$ cat config.mk
export PLATFORM = sky130hd
export DESIGN_NAME = tagged_frame_deframer_top
export DESIGN_NICKNAME = d
export VERILOG_FILES = /design/src/design/tfd_pkg.sv /design/src/design/tfd_ram.sv /design/src/design/tfd_ctrl.sv /design/src/design/tfd_datapath.sv /design/src/design/tagged_frame_deframer_top.sv
export SDC_FILE = /design/constraint.sdc
export NUM_CORES = 1
export LEC_CHECK = 0
export BUFFER_PORTS_ARGS = -buffer_cell sky130_fd_sc_hd__buf_2
export CORE_MARGIN = 4
export CORE_UTILIZATION = 62
export CTS_CLUSTER_SIZE = 30
export DETAILED_ROUTE_END_ITERATION = 8
export GPL_ROUTABILITY_DRIVEN = 0
export GPL_TIMING_DRIVEN = 1
export PLACE_DENSITY = 0.79
export SETUP_SLACK_MARGIN = 0.1
export SLEW_MARGIN = 25
export SYNTH_ARGS = -nofsm -noshare
export SYNTH_HDL_FRONTEND = slang
export SYNTH_SLANG_ARGS = --single-unit
$ cat constraint.sdc
create_clock -name clk -period 3.7 [get_ports clk]
set_input_delay 0.555 -clock clk [delete_from_list [all_inputs] [get_ports clk]]
set_output_delay 0.555 -clock clk [all_outputs]
set_load 0.1 [all_outputs]
$ cat src/design/tfd_pkg.sv
// Shared definitions for the tagged frame deframer.
// Holds the mode codes, the tag patterns, the command/status structs and byte helpers.
// No dependencies.
`default_nettype none

package tfd_pkg;

    localparam int WS_HOLD_DEF = 16;
    localparam int MAX_RESULTS = 20;
    localparam int RES_CNT_W   = $clog2(MAX_RESULTS + 1);

    // Parse modes
    localparam logic [1:0] MODE_HUNT    = 2'd0;
    localparam logic [1:0] MODE_OWN     = 2'd1;
    localparam logic [1:0] MODE_SKIP    = 2'd2;
    localparam logic [1:0] MODE_PAYLOAD = 2'd3;

    // Four-byte patterns, byte 0 in the low bits
    localparam logic [31:0] HDR_WANTED = 32'h2349_5052;
    localparam logic [31:0] HDR_OWN    = 32'h2356_4155;
    localparam logic [31:0] TAG_END    = 32'h444E_4523;

    localparam logic [7:0] CHAR_HASH  = 8'h23;
    localparam logic [7:0] CHAR_BRACE = 8'h7B;

    typedef struct packed {
        logic capture;
        logic parse;
        logic adv_tag;
        logic start_release;
        logic tag_one;
        logic push;
        logic emit_held;
        logic ovf_read;
        logic ovf_load;
        logic flush_read;
        logic flush_emit;
        logic commit_load;
        logic commit_done;
        logic end_frame;
    } tfd_cmd_t;

    typedef struct packed {
        logic [1:0] mode;
        logic       tag_match;
        logic       tag_final;
        logic       rel_pending;
        logic       byte_is_hash;
        logic       commit_ws;
        logic       pend_full;
        logic       pend_empty;
        logic       held_valid;
        logic       can_emit;
    } tfd_stat_t;

    function automatic logic is_ws(input logic [7:0] b);
        return (b == 8'd32) || ((b >= 8'd9) && (b <= 8'd13));
    endfunction

    // Next match progress for a pattern of four distinct bytes
    function automatic logic [2:0] pat_advance(input logic [31:0] pat,
                                               input logic [1:0]  prog,
                                               input logic [7:0]  b);
        if (b == pat[8*prog +: 8]) begin
            return {1'b0, prog} + 3'd1;
        end
        return (b == pat[7:0]) ? 3'd1 : 3'd0;
    endfunction

endpackage

`default_nettype wire

$ cat src/design/tfd_ram.sv
// Generic single-port-write, single-port-read RAM with registered read data.
// Used for the pending whitespace queue. No dependencies.
`default_nettype none

module tfd_ram #(
    parameter int WIDTH  = 8,
    parameter int DEPTH  = 16,
    parameter int ADDR_W = (DEPTH > 1) ? $clog2(DEPTH) : 1
) (
    input  wire logic              clk,
    input  wire logic              we,
    input  wire logic [ADDR_W-1:0] wr_addr,
    input  wire logic [WIDTH-1:0]  wr_data,
    input  wire logic              rd_en,
    input  wire logic [ADDR_W-1:0] rd_addr,
    output logic      [WIDTH-1:0]  rd_data
);

    logic [WIDTH-1:0] mem [DEPTH];

    always_ff @(posedge clk)
    begin
        if (we)
        begin
            mem[wr_addr] <= wr_data;
        end
        if (rd_en)
        begin
            rd_data <= mem[rd_addr];
        end
    end

endmodule

`default_nettype wire

$ cat src/design/tfd_ctrl.sv
// Controller state machine of the deframer: sequences decode, tag release,
// commits, whitespace flushes and frame ends. Depends on tfd_pkg.
`default_nettype none

module tfd_ctrl (
    input  wire logic              clk,
    input  wire logic              rst_n,
    input  wire logic              in_valid,
    output logic                   in_ready,
    input  wire tfd_pkg::tfd_stat_t stat,
    output tfd_pkg::tfd_cmd_t      cmd
);

    localparam logic [3:0] S_IDLE     = 4'd0;
    localparam logic [3:0] S_DECODE   = 4'd1;
    localparam logic [3:0] S_NEXT     = 4'd2;
    localparam logic [3:0] S_OVF_EMIT = 4'd3;
    localparam logic [3:0] S_OVF_RD   = 4'd4;
    localparam logic [3:0] S_OVF_LD   = 4'd5;
    localparam logic [3:0] S_CM_EMIT  = 4'd6;
    localparam logic [3:0] S_FL_RD    = 4'd7;
    localparam logic [3:0] S_FL_EMIT  = 4'd8;
    localparam logic [3:0] S_CM_LD    = 4'd9;
    localparam logic [3:0] S_END      = 4'd10;

    logic [3:0] state_reg;
    logic [3:0] state_next;
    logic [3:0] after_commit;

    assign in_ready     = (state_reg == S_IDLE);
    assign after_commit = stat.rel_pending ? S_NEXT : S_IDLE;

    always_comb
    begin
        cmd        = '0;
        state_next = state_reg;
        unique case (state_reg)
            S_IDLE:
            begin
                if (in_valid)
                begin
                    cmd.capture = 1'b1;
                    state_next  = S_DECODE;
                end
            end
            S_DECODE:
            begin
                if (stat.mode != tfd_pkg::MODE_PAYLOAD)
                begin
                    cmd.parse  = 1'b1;
                    state_next = S_IDLE;
                end
                else if (stat.tag_match && stat.tag_final)
                begin
                    state_next = S_END;
                end
                else if (stat.tag_match)
                begin
                    cmd.adv_tag = 1'b1;
                    state_next  = S_IDLE;
                end
                else
                begin
                    cmd.start_release = 1'b1;
                    state_next        = S_NEXT;
                end
            end
            S_NEXT:
            begin
                if (!stat.rel_pending && stat.byte_is_hash)
                begin
                    cmd.tag_one = 1'b1;
                    state_next  = S_IDLE;
                end
                else if (stat.commit_ws && !stat.pend_full)
                begin
                    cmd.push        = 1'b1;
                    cmd.commit_done = 1'b1;
                    state_next      = after_commit;
                end
                else if (stat.commit_ws)
                begin
                    state_next = S_OVF_EMIT;
                end
                else
                begin
                    state_next = S_CM_EMIT;
                end
            end
            S_OVF_EMIT:
            begin
                if (!stat.held_valid || stat.can_emit)
                begin
                    cmd.emit_held = 1'b1;
                    state_next    = S_OVF_RD;
                end
            end
            S_OVF_RD:
            begin
                cmd.ovf_read = 1'b1;
                state_next   = S_OVF_LD;
            end
            S_OVF_LD:
            begin
                cmd.ovf_load    = 1'b1;
                cmd.commit_done = 1'b1;
                state_next      = after_commit;
            end
            S_CM_EMIT:
            begin
                if (!stat.held_valid || stat.can_emit)
                begin
                    cmd.emit_held = 1'b1;
                    state_next    = S_FL_RD;
                end
            end
            S_FL_RD:
            begin
                if (stat.pend_empty)
                begin
                    state_next = S_CM_LD;
                end
                else
                begin
                    cmd.flush_read = 1'b1;
                    state_next     = S_FL_EMIT;
                end
            end
            S_FL_EMIT:
            begin
                if (stat.can_emit)
                begin
                    cmd.flush_emit = 1'b1;
                    state_next     = S_FL_RD;
                end
            end
            S_CM_LD:
            begin
                cmd.commit_load = 1'b1;
                cmd.commit_done = 1'b1;
                state_next      = after_commit;
            end
            S_END:
            begin
                if (!stat.held_valid || stat.can_emit)
                begin
                    cmd.emit_held = 1'b1;
                    cmd.end_frame = 1'b1;
                    state_next    = S_IDLE;
                end
            end
            default:
            begin
                state_next = S_IDLE;
            end
        endcase
    end

    always_ff @(posedge clk or negedge rst_n)
    begin
        if (!rst_n)
        begin
            state_reg <= S_IDLE;
        end
        else
        begin
            state_reg <= state_next;
        end
    end

endmodule

`default_nettype wire

$ cat src/design/tfd_datapath.sv
// Datapath of the deframer: header and tag matchers, held byte, whitespace queue
// (tfd_ram), result limit and output register. Depends on tfd_pkg and tfd_ram.
`default_nettype none

module tfd_datapath #(
    parameter int WS_HOLD = tfd_pkg::WS_HOLD_DEF
) (
    input  wire logic              clk,
    input  wire logic              rst_n,
    input  wire logic [7:0]        in_byte,
    input  wire tfd_pkg::tfd_cmd_t cmd,
    output tfd_pkg::tfd_stat_t     stat,
    output logic                   out_valid,
    input  wire logic              out_ready,
    output logic [7:0]             out_byte,
    output logic                   out_last
);

    localparam int PW = (WS_HOLD > 1) ? $clog2(WS_HOLD) : 1;
    localparam int CW = $clog2(WS_HOLD + 1);

    logic [1:0]    mode_reg;
    logic [1:0]    wprog_reg;
    logic [1:0]    oprog_reg;
    logic [1:0]    etp_reg;
    logic [1:0]    rel_n_reg;
    logic [1:0]    rel_idx_reg;
    logic          held_valid_reg;
    logic [CW-1:0] count_reg;
    logic [PW-1:0] head_reg;
    logic [PW-1:0] tail_reg;
    logic [tfd_pkg::RES_CNT_W-1:0] res_cnt_reg;
    logic          out_valid_reg;

    logic [7:0]    byte_reg;
    logic [7:0]    held_byte_reg;
    logic [7:0]    out_byte_reg;
    logic          out_last_reg;

    logic [2:0]    w_adv;
    logic [2:0]    o_adv;
    logic [2:0]    e_adv;
    logic [7:0]    commit_char;
    logic          cap_ok;
    logic          load_req;
    logic          load_out;
    logic [7:0]    load_byte;
    logic [7:0]    rd_data;
    logic          ram_we;
    logic          ram_rd;
    logic [PW-1:0] head_inc;
    logic [PW-1:0] tail_inc;

    function automatic logic [PW-1:0] ptr_inc(input logic [PW-1:0] p);
        return (p == PW'(WS_HOLD - 1)) ? '0 : p + 1'b1;
    endfunction

    assign w_adv = tfd_pkg::pat_advance(tfd_pkg::HDR_WANTED, wprog_reg, byte_reg);
    assign o_adv = tfd_pkg::pat_advance(tfd_pkg::HDR_OWN, oprog_reg, byte_reg);
    assign e_adv = tfd_pkg::pat_advance(tfd_pkg::TAG_END, etp_reg, byte_reg);

    assign commit_char = (rel_idx_reg < rel_n_reg) ? tfd_pkg::TAG_END[8*rel_idx_reg +: 8]
                                                   : byte_reg;

    assign head_inc = ptr_inc(head_reg);
    assign tail_inc = ptr_inc(tail_reg);

    // Results beyond the per-item limit are dropped
    assign cap_ok    = (res_cnt_reg < tfd_pkg::RES_CNT_W'(tfd_pkg::MAX_RESULTS));
    assign load_req  = (cmd.emit_held && held_valid_reg) || cmd.flush_emit;
    assign load_out  = load_req && cap_ok;
    assign load_byte = cmd.flush_emit ? rd_data : held_byte_reg;

    assign ram_we = cmd.push || cmd.ovf_load;
    assign ram_rd = cmd.ovf_read || cmd.flush_read;

    tfd_ram #(
        .WIDTH (8),
        .DEPTH (WS_HOLD),
        .ADDR_W(PW)
    ) u_ws_ram (
        .clk    (clk),
        .we     (ram_we),
        .wr_addr(tail_reg),
        .wr_data(commit_char),
        .rd_en  (ram_rd),
        .rd_addr(head_reg),
        .rd_data(rd_data)
    );

    always_comb
    begin
        stat.mode         = mode_reg;
        stat.tag_match    = (byte_reg == tfd_pkg::TAG_END[8*etp_reg +: 8]);
        stat.tag_final    = (etp_reg == 2'd3);
        stat.rel_pending  = (rel_idx_reg < rel_n_reg);
        stat.byte_is_hash = (byte_reg == tfd_pkg::CHAR_HASH);
        stat.commit_ws    = tfd_pkg::is_ws(commit_char);
        stat.pend_full    = (count_reg == CW'(WS_HOLD));
        stat.pend_empty   = (count_reg == '0);
        stat.held_valid   = held_valid_reg;
        stat.can_emit     = !out_valid_reg || out_ready || !cap_ok;
    end

    always_ff @(posedge clk or negedge rst_n)
    begin
        if (!rst_n)
        begin
            mode_reg       <= tfd_pkg::MODE_HUNT;
            wprog_reg      <= '0;
            oprog_reg      <= '0;
            etp_reg        <= '0;
            rel_n_reg      <= '0;
            rel_idx_reg    <= '0;
            held_valid_reg <= 1'b0;
            count_reg      <= '0;
            head_reg       <= '0;
            tail_reg       <= '0;
            res_cnt_reg    <= '0;
            out_valid_reg  <= 1'b0;
        end
        else
        begin
            if (cmd.capture)
            begin
                res_cnt_reg <= '0;
            end
            else if (load_out)
            begin
                res_cnt_reg <= res_cnt_reg + 1'b1;
            end

            if (load_out)
            begin
                out_valid_reg <= 1'b1;
            end
            else if (out_ready)
            begin
                out_valid_reg <= 1'b0;
            end

            if (cmd.parse)
            begin
                unique case (mode_reg)
                    tfd_pkg::MODE_HUNT:
                    begin
                        if (o_adv == 3'd4)
                        begin
                            mode_reg  <= tfd_pkg::MODE_OWN;
                            wprog_reg <= '0;
                            oprog_reg <= '0;
                            etp_reg   <= 2'd1;
                        end
                        else if (w_adv == 3'd4)
                        begin
                            mode_reg  <= tfd_pkg::MODE_SKIP;
                            wprog_reg <= '0;
                            oprog_reg <= '0;
                            etp_reg   <= '0;
                        end
                        else
                        begin
                            wprog_reg <= w_adv[1:0];
                            oprog_reg <= o_adv[1:0];
                        end
                    end
                    tfd_pkg::MODE_OWN:
                    begin
                        if (e_adv == 3'd4)
                        begin
                            mode_reg  <= tfd_pkg::MODE_HUNT;
                            wprog_reg <= '0;
                            oprog_reg <= '0;
                            etp_reg   <= '0;
                        end
                        else
                        begin
                            etp_reg <= e_adv[1:0];
                        end
                    end
                    tfd_pkg::MODE_SKIP:
                    begin
                        // Open the payload with '{' as the held byte
                        if (byte_reg == tfd_pkg::CHAR_BRACE)
                        begin
                            mode_reg       <= tfd_pkg::MODE_PAYLOAD;
                            etp_reg        <= '0;
                            held_valid_reg <= 1'b1;
                            count_reg      <= '0;
                            tail_reg       <= head_reg;
                        end
                    end
                    default:
                    begin
                        mode_reg <= mode_reg;
                    end
                endcase
            end

            if (cmd.adv_tag)
            begin
                etp_reg <= etp_reg + 1'b1;
            end

            if (cmd.start_release)
            begin
                rel_n_reg   <= etp_reg;
                rel_idx_reg <= '0;
                etp_reg     <= '0;
            end

            if (cmd.tag_one)
            begin
                etp_reg <= 2'd1;
            end

            if (cmd.push)
            begin
                tail_reg  <= tail_inc;
                count_reg <= count_reg + 1'b1;
            end

            // Oldest whitespace becomes the held byte, new one queued behind
            if (cmd.ovf_load)
            begin
                head_reg       <= head_inc;
                tail_reg       <= tail_inc;
                held_valid_reg <= 1'b1;
            end

            if (cmd.flush_emit)
            begin
                head_reg  <= head_inc;
                count_reg <= count_reg - 1'b1;
            end

            if (cmd.commit_load)
            begin
                held_valid_reg <= 1'b1;
            end

            if (cmd.commit_done && (rel_idx_reg < rel_n_reg))
            begin
                rel_idx_reg <= rel_idx_reg + 1'b1;
            end

            if (cmd.end_frame)
            begin
                held_valid_reg <= 1'b0;
                count_reg      <= '0;
                tail_reg       <= head_reg;
                mode_reg       <= tfd_pkg::MODE_HUNT;
                wprog_reg      <= '0;
                oprog_reg      <= '0;
                etp_reg        <= '0;
            end
        end
    end

    always_ff @(posedge clk)
    begin
        if (cmd.capture)
        begin
            byte_reg <= in_byte;
        end
        if (cmd.parse && (mode_reg == tfd_pkg::MODE_SKIP))
        begin
            held_byte_reg <= byte_reg;
        end
        else if (cmd.ovf_load)
        begin
            held_byte_reg <= rd_data;
        end
        else if (cmd.commit_load)
        begin
            held_byte_reg <= commit_char;
        end
        if (load_out)
        begin
            out_byte_reg <= load_byte;
            out_last_reg <= cmd.end_frame;
        end
    end

    assign out_valid = out_valid_reg;
    assign out_byte  = out_byte_reg;
    assign out_last  = out_last_reg;

endmodule

`default_nettype wire

$ cat src/design/tagged_frame_deframer_top.sv
// Top level of the tagged frame deframer: streaming ports around the controller
// and datapath. Depends on tfd_pkg, tfd_ctrl, tfd_datapath (and tfd_ram below it).
`default_nettype none

// Takes one received byte per item and extracts the payload of wanted frames,
// from the '{' up to but not including the end tag, with trailing whitespace
// trimmed and the final kept byte marked by tlast; own frames are dropped whole.
// One item is worked at a time by the controller. A byte that yields no result
// (header hunt, skip, own frame, end tag progress) is only decoded, and the byte
// that completes an end tag also emits the held byte with tlast. A committed
// payload byte that is whitespace is queued; whitespace that overflows the queue
// emits the held byte and makes the oldest queued whitespace the held byte; any
// other byte emits the held byte, flushes the queued whitespace and becomes the
// held byte. A failed end tag repeats the commit for each released tag byte.
// The queue RAM has registered read data, and a stalled output adds its stall.
// Up to WS_HOLD trailing whitespace bytes are held back; the queue needs no
// clearing after reset.
module tagged_frame_deframer_top #(
    parameter int WS_HOLD = tfd_pkg::WS_HOLD_DEF
) (
    input  wire logic       clk,
    input  wire logic       rst_n,
    input  wire logic       s_axis_tvalid,
    output logic            s_axis_tready,
    input  wire logic [7:0] s_axis_tdata,   // [7:0] rx_byte
    output logic            m_axis_tvalid,
    input  wire logic       m_axis_tready,
    output logic [7:0]      m_axis_tdata,   // [7:0] payload_byte
    output logic            m_axis_tlast    // frame_last
);

    tfd_pkg::tfd_cmd_t  cmd;
    tfd_pkg::tfd_stat_t stat;

    tfd_ctrl u_ctrl (
        .clk     (clk),
        .rst_n   (rst_n),
        .in_valid(s_axis_tvalid),
        .in_ready(s_axis_tready),
        .stat    (stat),
        .cmd     (cmd)
    );

    tfd_datapath #(
        .WS_HOLD(WS_HOLD)
    ) u_datapath (
        .clk      (clk),
        .rst_n    (rst_n),
        .in_byte  (s_axis_tdata),
        .cmd      (cmd),
        .stat     (stat),
        .out_valid(m_axis_tvalid),
        .out_ready(m_axis_tready),
        .out_byte (m_axis_tdata),
        .out_last (m_axis_tlast)
    );

endmodule

`default_nettype wire

==> flow_summary.json <==
{
  "area_growth_pct": 10.6,
  "path_max_fanout": 11,
  "grt-ovfl-total": 0,
  "rsz0062_at_grt": "false",
  "comb_power_share_pct": 22.3,
  "cts_tree": "yes",
  "grt_first_pass_wirelength_um": 31900,
  "path_class": "flop to flop",
  "coreArea_um2": 14500,
  "p_sw_uw": 1840,
  "p_clk_share_pct": 32.2,
  "synth_top_area_share_pct": 52.7,
  "syn_inst": 633,
  "vdd_ir_drop_max_uv": 404,
  "powerDensity_nw_per_um2": 607,
  "p_sw_share_pct": 29.9,
  "r2r_slack_ps": 430,
  "maxCapViolCount": 0,
  "rr_endpoint": "u_datapath.u_ws_ram.mem[11][1]",
  "synth_edf_count": 161,
  "cp.arrival_ps": 3370,
  "finClkSkew_ps": 10.4,
  "fin_crit_ps": 3270,
  "worstHoldPathType": "input pin to asynchronous set/reset pin",
  "drc": 0,
  "cts_setup_buffers": 0,
  "yosys_register_bits": 197,
  "hold_viol": 0,
  "hold-worst-slack_ps": 203,
  "post-route-util_pct": 69.8,
  "critical_path_required_ps": 3800,
  "cts_hold_buf": 0,
  "wirelength_um": 20200,
  "final.setup.tns_ps": 0,
  "largest_reg_flops": 128,
  "p_int_uw": 4320,
  "nets": 692,
  "tightest_slew_ps": 843,
  "ios": 23,
  "clock-sinks": 197,
  "firstDrtPassIters": 5,
  "die_w_um": 130,
  "post-route-period-util_pct": 88.4,
  "cp-end-kind": "flop",
  "synth-seq-area-share_pct": 62.5,
  "drt_iter0_drc": 623,
  "die_h_um": 130,
  "top_register": "u_datapath.u_ws_ram.mem",
  "syn_area_um2": 9170,
  "wl_per_cell_um": 23.7,
  "antenna_found_initial": 0,
  "worst_r2r_path_depth": 8,
  "synth.distinct_cells": 68,
  "dieArea_um2": 16800,
  "synth.avg_cell_area_um2": 14.5,
  "cts-root-buf": "clkbuf_16",
  "yosysTopAreaCell": "edfxtp_1",
  "num_antenna_cells": 0,
  "drive_above_1_share_pct": 20.2,
  "ant_nets": 0,
  "synthFlopType": "edfxtp_1",
  "clock_path_buffers": 2,
  "io_buffers": 22,
  "crit_path_start_kind": "flop",
  "num_rows": 44,
  "fin_area_um2": 10100,
  "drt-vias-per-instance": 6.62,
  "start_util_pct": 63.1,
  "placed_cell_area_um2": 9510,
  "seq_power_share_pct": 45.6,
  "syn_nets": 669,
  "status": "completed",
  "detailed_place_hpwl_um": 13600,
  "grt_pass1_vias": 5551,
  "grt_max_degree": 38,
  "route.vias.total": 5646,
  "r2r-start": "u_datapath.byte_reg[0]",
  "filler_cell_count": 949,
  "slew_headroom_pct": 43.7,
  "yosys-top-cells-area": "edfxtp_1 53%, dfrtp_1 9.8%, mux4_2 9.8%",
  "async_flop_share_pct": 18.3,
  "cts_max_level": 4,
  "grt_usage_pct": 25.8,
  "cts_resized": 0,
  "max_freq_ghz": 0.306,
  "clkLatencyLatePin_ps": 450,
  "p_leak_uw": 0.00365,
  "clk_pin_slew_worst_paths_ps": 70,
  "cts_made_buffers": 17,
  "ys_warn_count": 0,
  "power_uw": 6150,
  "setup_viol": 0,
  "maxSlewViolCount": 0
}
==> layout by cell type (no fill, tap or decap), types with 7 or more instances in the layout <==
| master | count |
|---|---|
| edfxtp_1 | 161 |
| nand2_1 | 48 |
| nor2_1 | 40 |
| mux4_2 | 40 |
| dfrtp_1 | 35 |
| o21ai_0 | 28 |
| ha_1 | 24 |
| buf_2 | 22 |
| inv_1 | 20 |
| a21oi_1 | 18 |
| clkbuf_16 | 17 |
| mux2i_1 | 16 |
| buf_4 | 15 |
| and2_1 | 11 |
| nand2b_1 | 10 |
| mux2_2 | 9 |
| nor2b_1 | 8 |
| and3_1 | 8 |
| nor3_1 | 7 |
| xnor2_1 | 7 |
| nand3_1 | 7 |
| xor2_1 | 7 |
==> synthesized netlist by cell type (all sizes together) (2+ instances only) <==
cell type / n
inv: 20
edfxtp: 161
or2: 2
mux2i: 16
nor3: 8
nor3b: 4
nand3: 7
and3: 8
dfrtp: 36
o32ai: 2
or3: 2
o22ai: 2
ha: 24
a21oi: 19
and3b: 5
and4: 4
a21o: 4
nor4b: 2
and2: 11
mux4: 40
or4: 4
nand4: 3
buf: 7
o21ai: 34
a31o: 3
nor4: 4
a21boi: 2
a211oi: 4
o31ai: 3
nand4b: 4
nor2: 40
a22o: 4
clkbuf: 27
a31oi: 3
xor2: 7
o311ai: 2
o211ai: 3
nor2b: 8
nand3b: 4
nand2: 48
mux2: 9
xnor2: 7
nand2b: 10
==> metrics by stage <==
| stage | setup WS, ps | std cells |
|---|---|---|
| 6_report | 431 | 853 |
| 5_1_grt | 241 | 853 |
| 4_1_cts | 476 | 853 |
| 3_5_place_dp | 549 | 821 |
| 3_3_place_gp | 652 | 821 |
| 2_1_floorplan | 266 | 633 |
==> layer usage <==
metal,GRT usage [%],up-vias,wire length (um)
li1,-,2473,-
met1,36.7,2812,8410
met2,39.8,318,9670
met3,6.64,43,1750
met4,7.95,0,410
met5,0,-,0
==> power by group through the flow <==
stage | Clock (uW) | Combinational [uW] | Sequential (uW)
floorplan | 0 | 1100 | 2670
finish | 1980 | 1370 | 2800
global route | 2090 | 1470 | 2830
detailed placement | 0 | 1350 | 2840
global placement | 0 | 1310 | 2840
CTS | 1980 | 1370 | 2800
==> area by class of cell <==
class	count	area, um^2	share of cell area (%)
Clock buffer	17	425	4.19
Timing Repair Buffer	38	243	2.39
Sequential cell	197	5740	56.5
Inverter	20	75.1	0.740
Tap cell	184	230	2.27
Clock inverter	15	206	2.03
Multi-Input combinational cell	382	3230	31.8
==> critical path, cell delays in order, from the launching register on <==
cell and delay [ps]:
edfxtp_1 570, or4b_4 610, a21oi_2 160, o2111ai_2 200
a211oi_4 270, or2_1 150, buf_4 180, and2b_1 330
and3_1 450
==> worst max-delay path by stage <==
stage          slack [ps]                        endpoint                   start  cells past startpoint
2_1_floorplan         270          u_datapath.byte_reg[0]     u_ctrl.state_reg[1]                      4
3_3_place_gp          650   u_datapath.u_ws_ram.mem[8][2]  u_datapath.byte_reg[1]                      8
3_5_place_dp          550  u_datapath.u_ws_ram.mem[11][6]  u_datapath.byte_reg[0]                      8
4_1_cts               480  u_datapath.u_ws_ram.mem[11][3]  u_datapath.byte_reg[0]                      8
5_1_grt               240          u_datapath.tail_reg[2]     u_ctrl.state_reg[1]                      7
6_report              430  u_datapath.u_ws_ram.mem[11][1]  u_datapath.byte_reg[0]                      8
==> cell families (layout without fill, tap and decap cells) <==
kind of cell               after synthesis  after routing  share of synthesized area, %
DFF                                    197            197                          62.5
adders and majority gates               24             24                          3.27
AOI/OAI and AO/OA                       98             98                          7.22
xor gates and xnor gates                14             14                          1.34
buffers and inverters                   54             90                          2.40
muxes                                   65             65                          12.7
and+or+nand+nor                        181            181                          10.6
No activity file was read; power rests on OpenSTA's default activity.
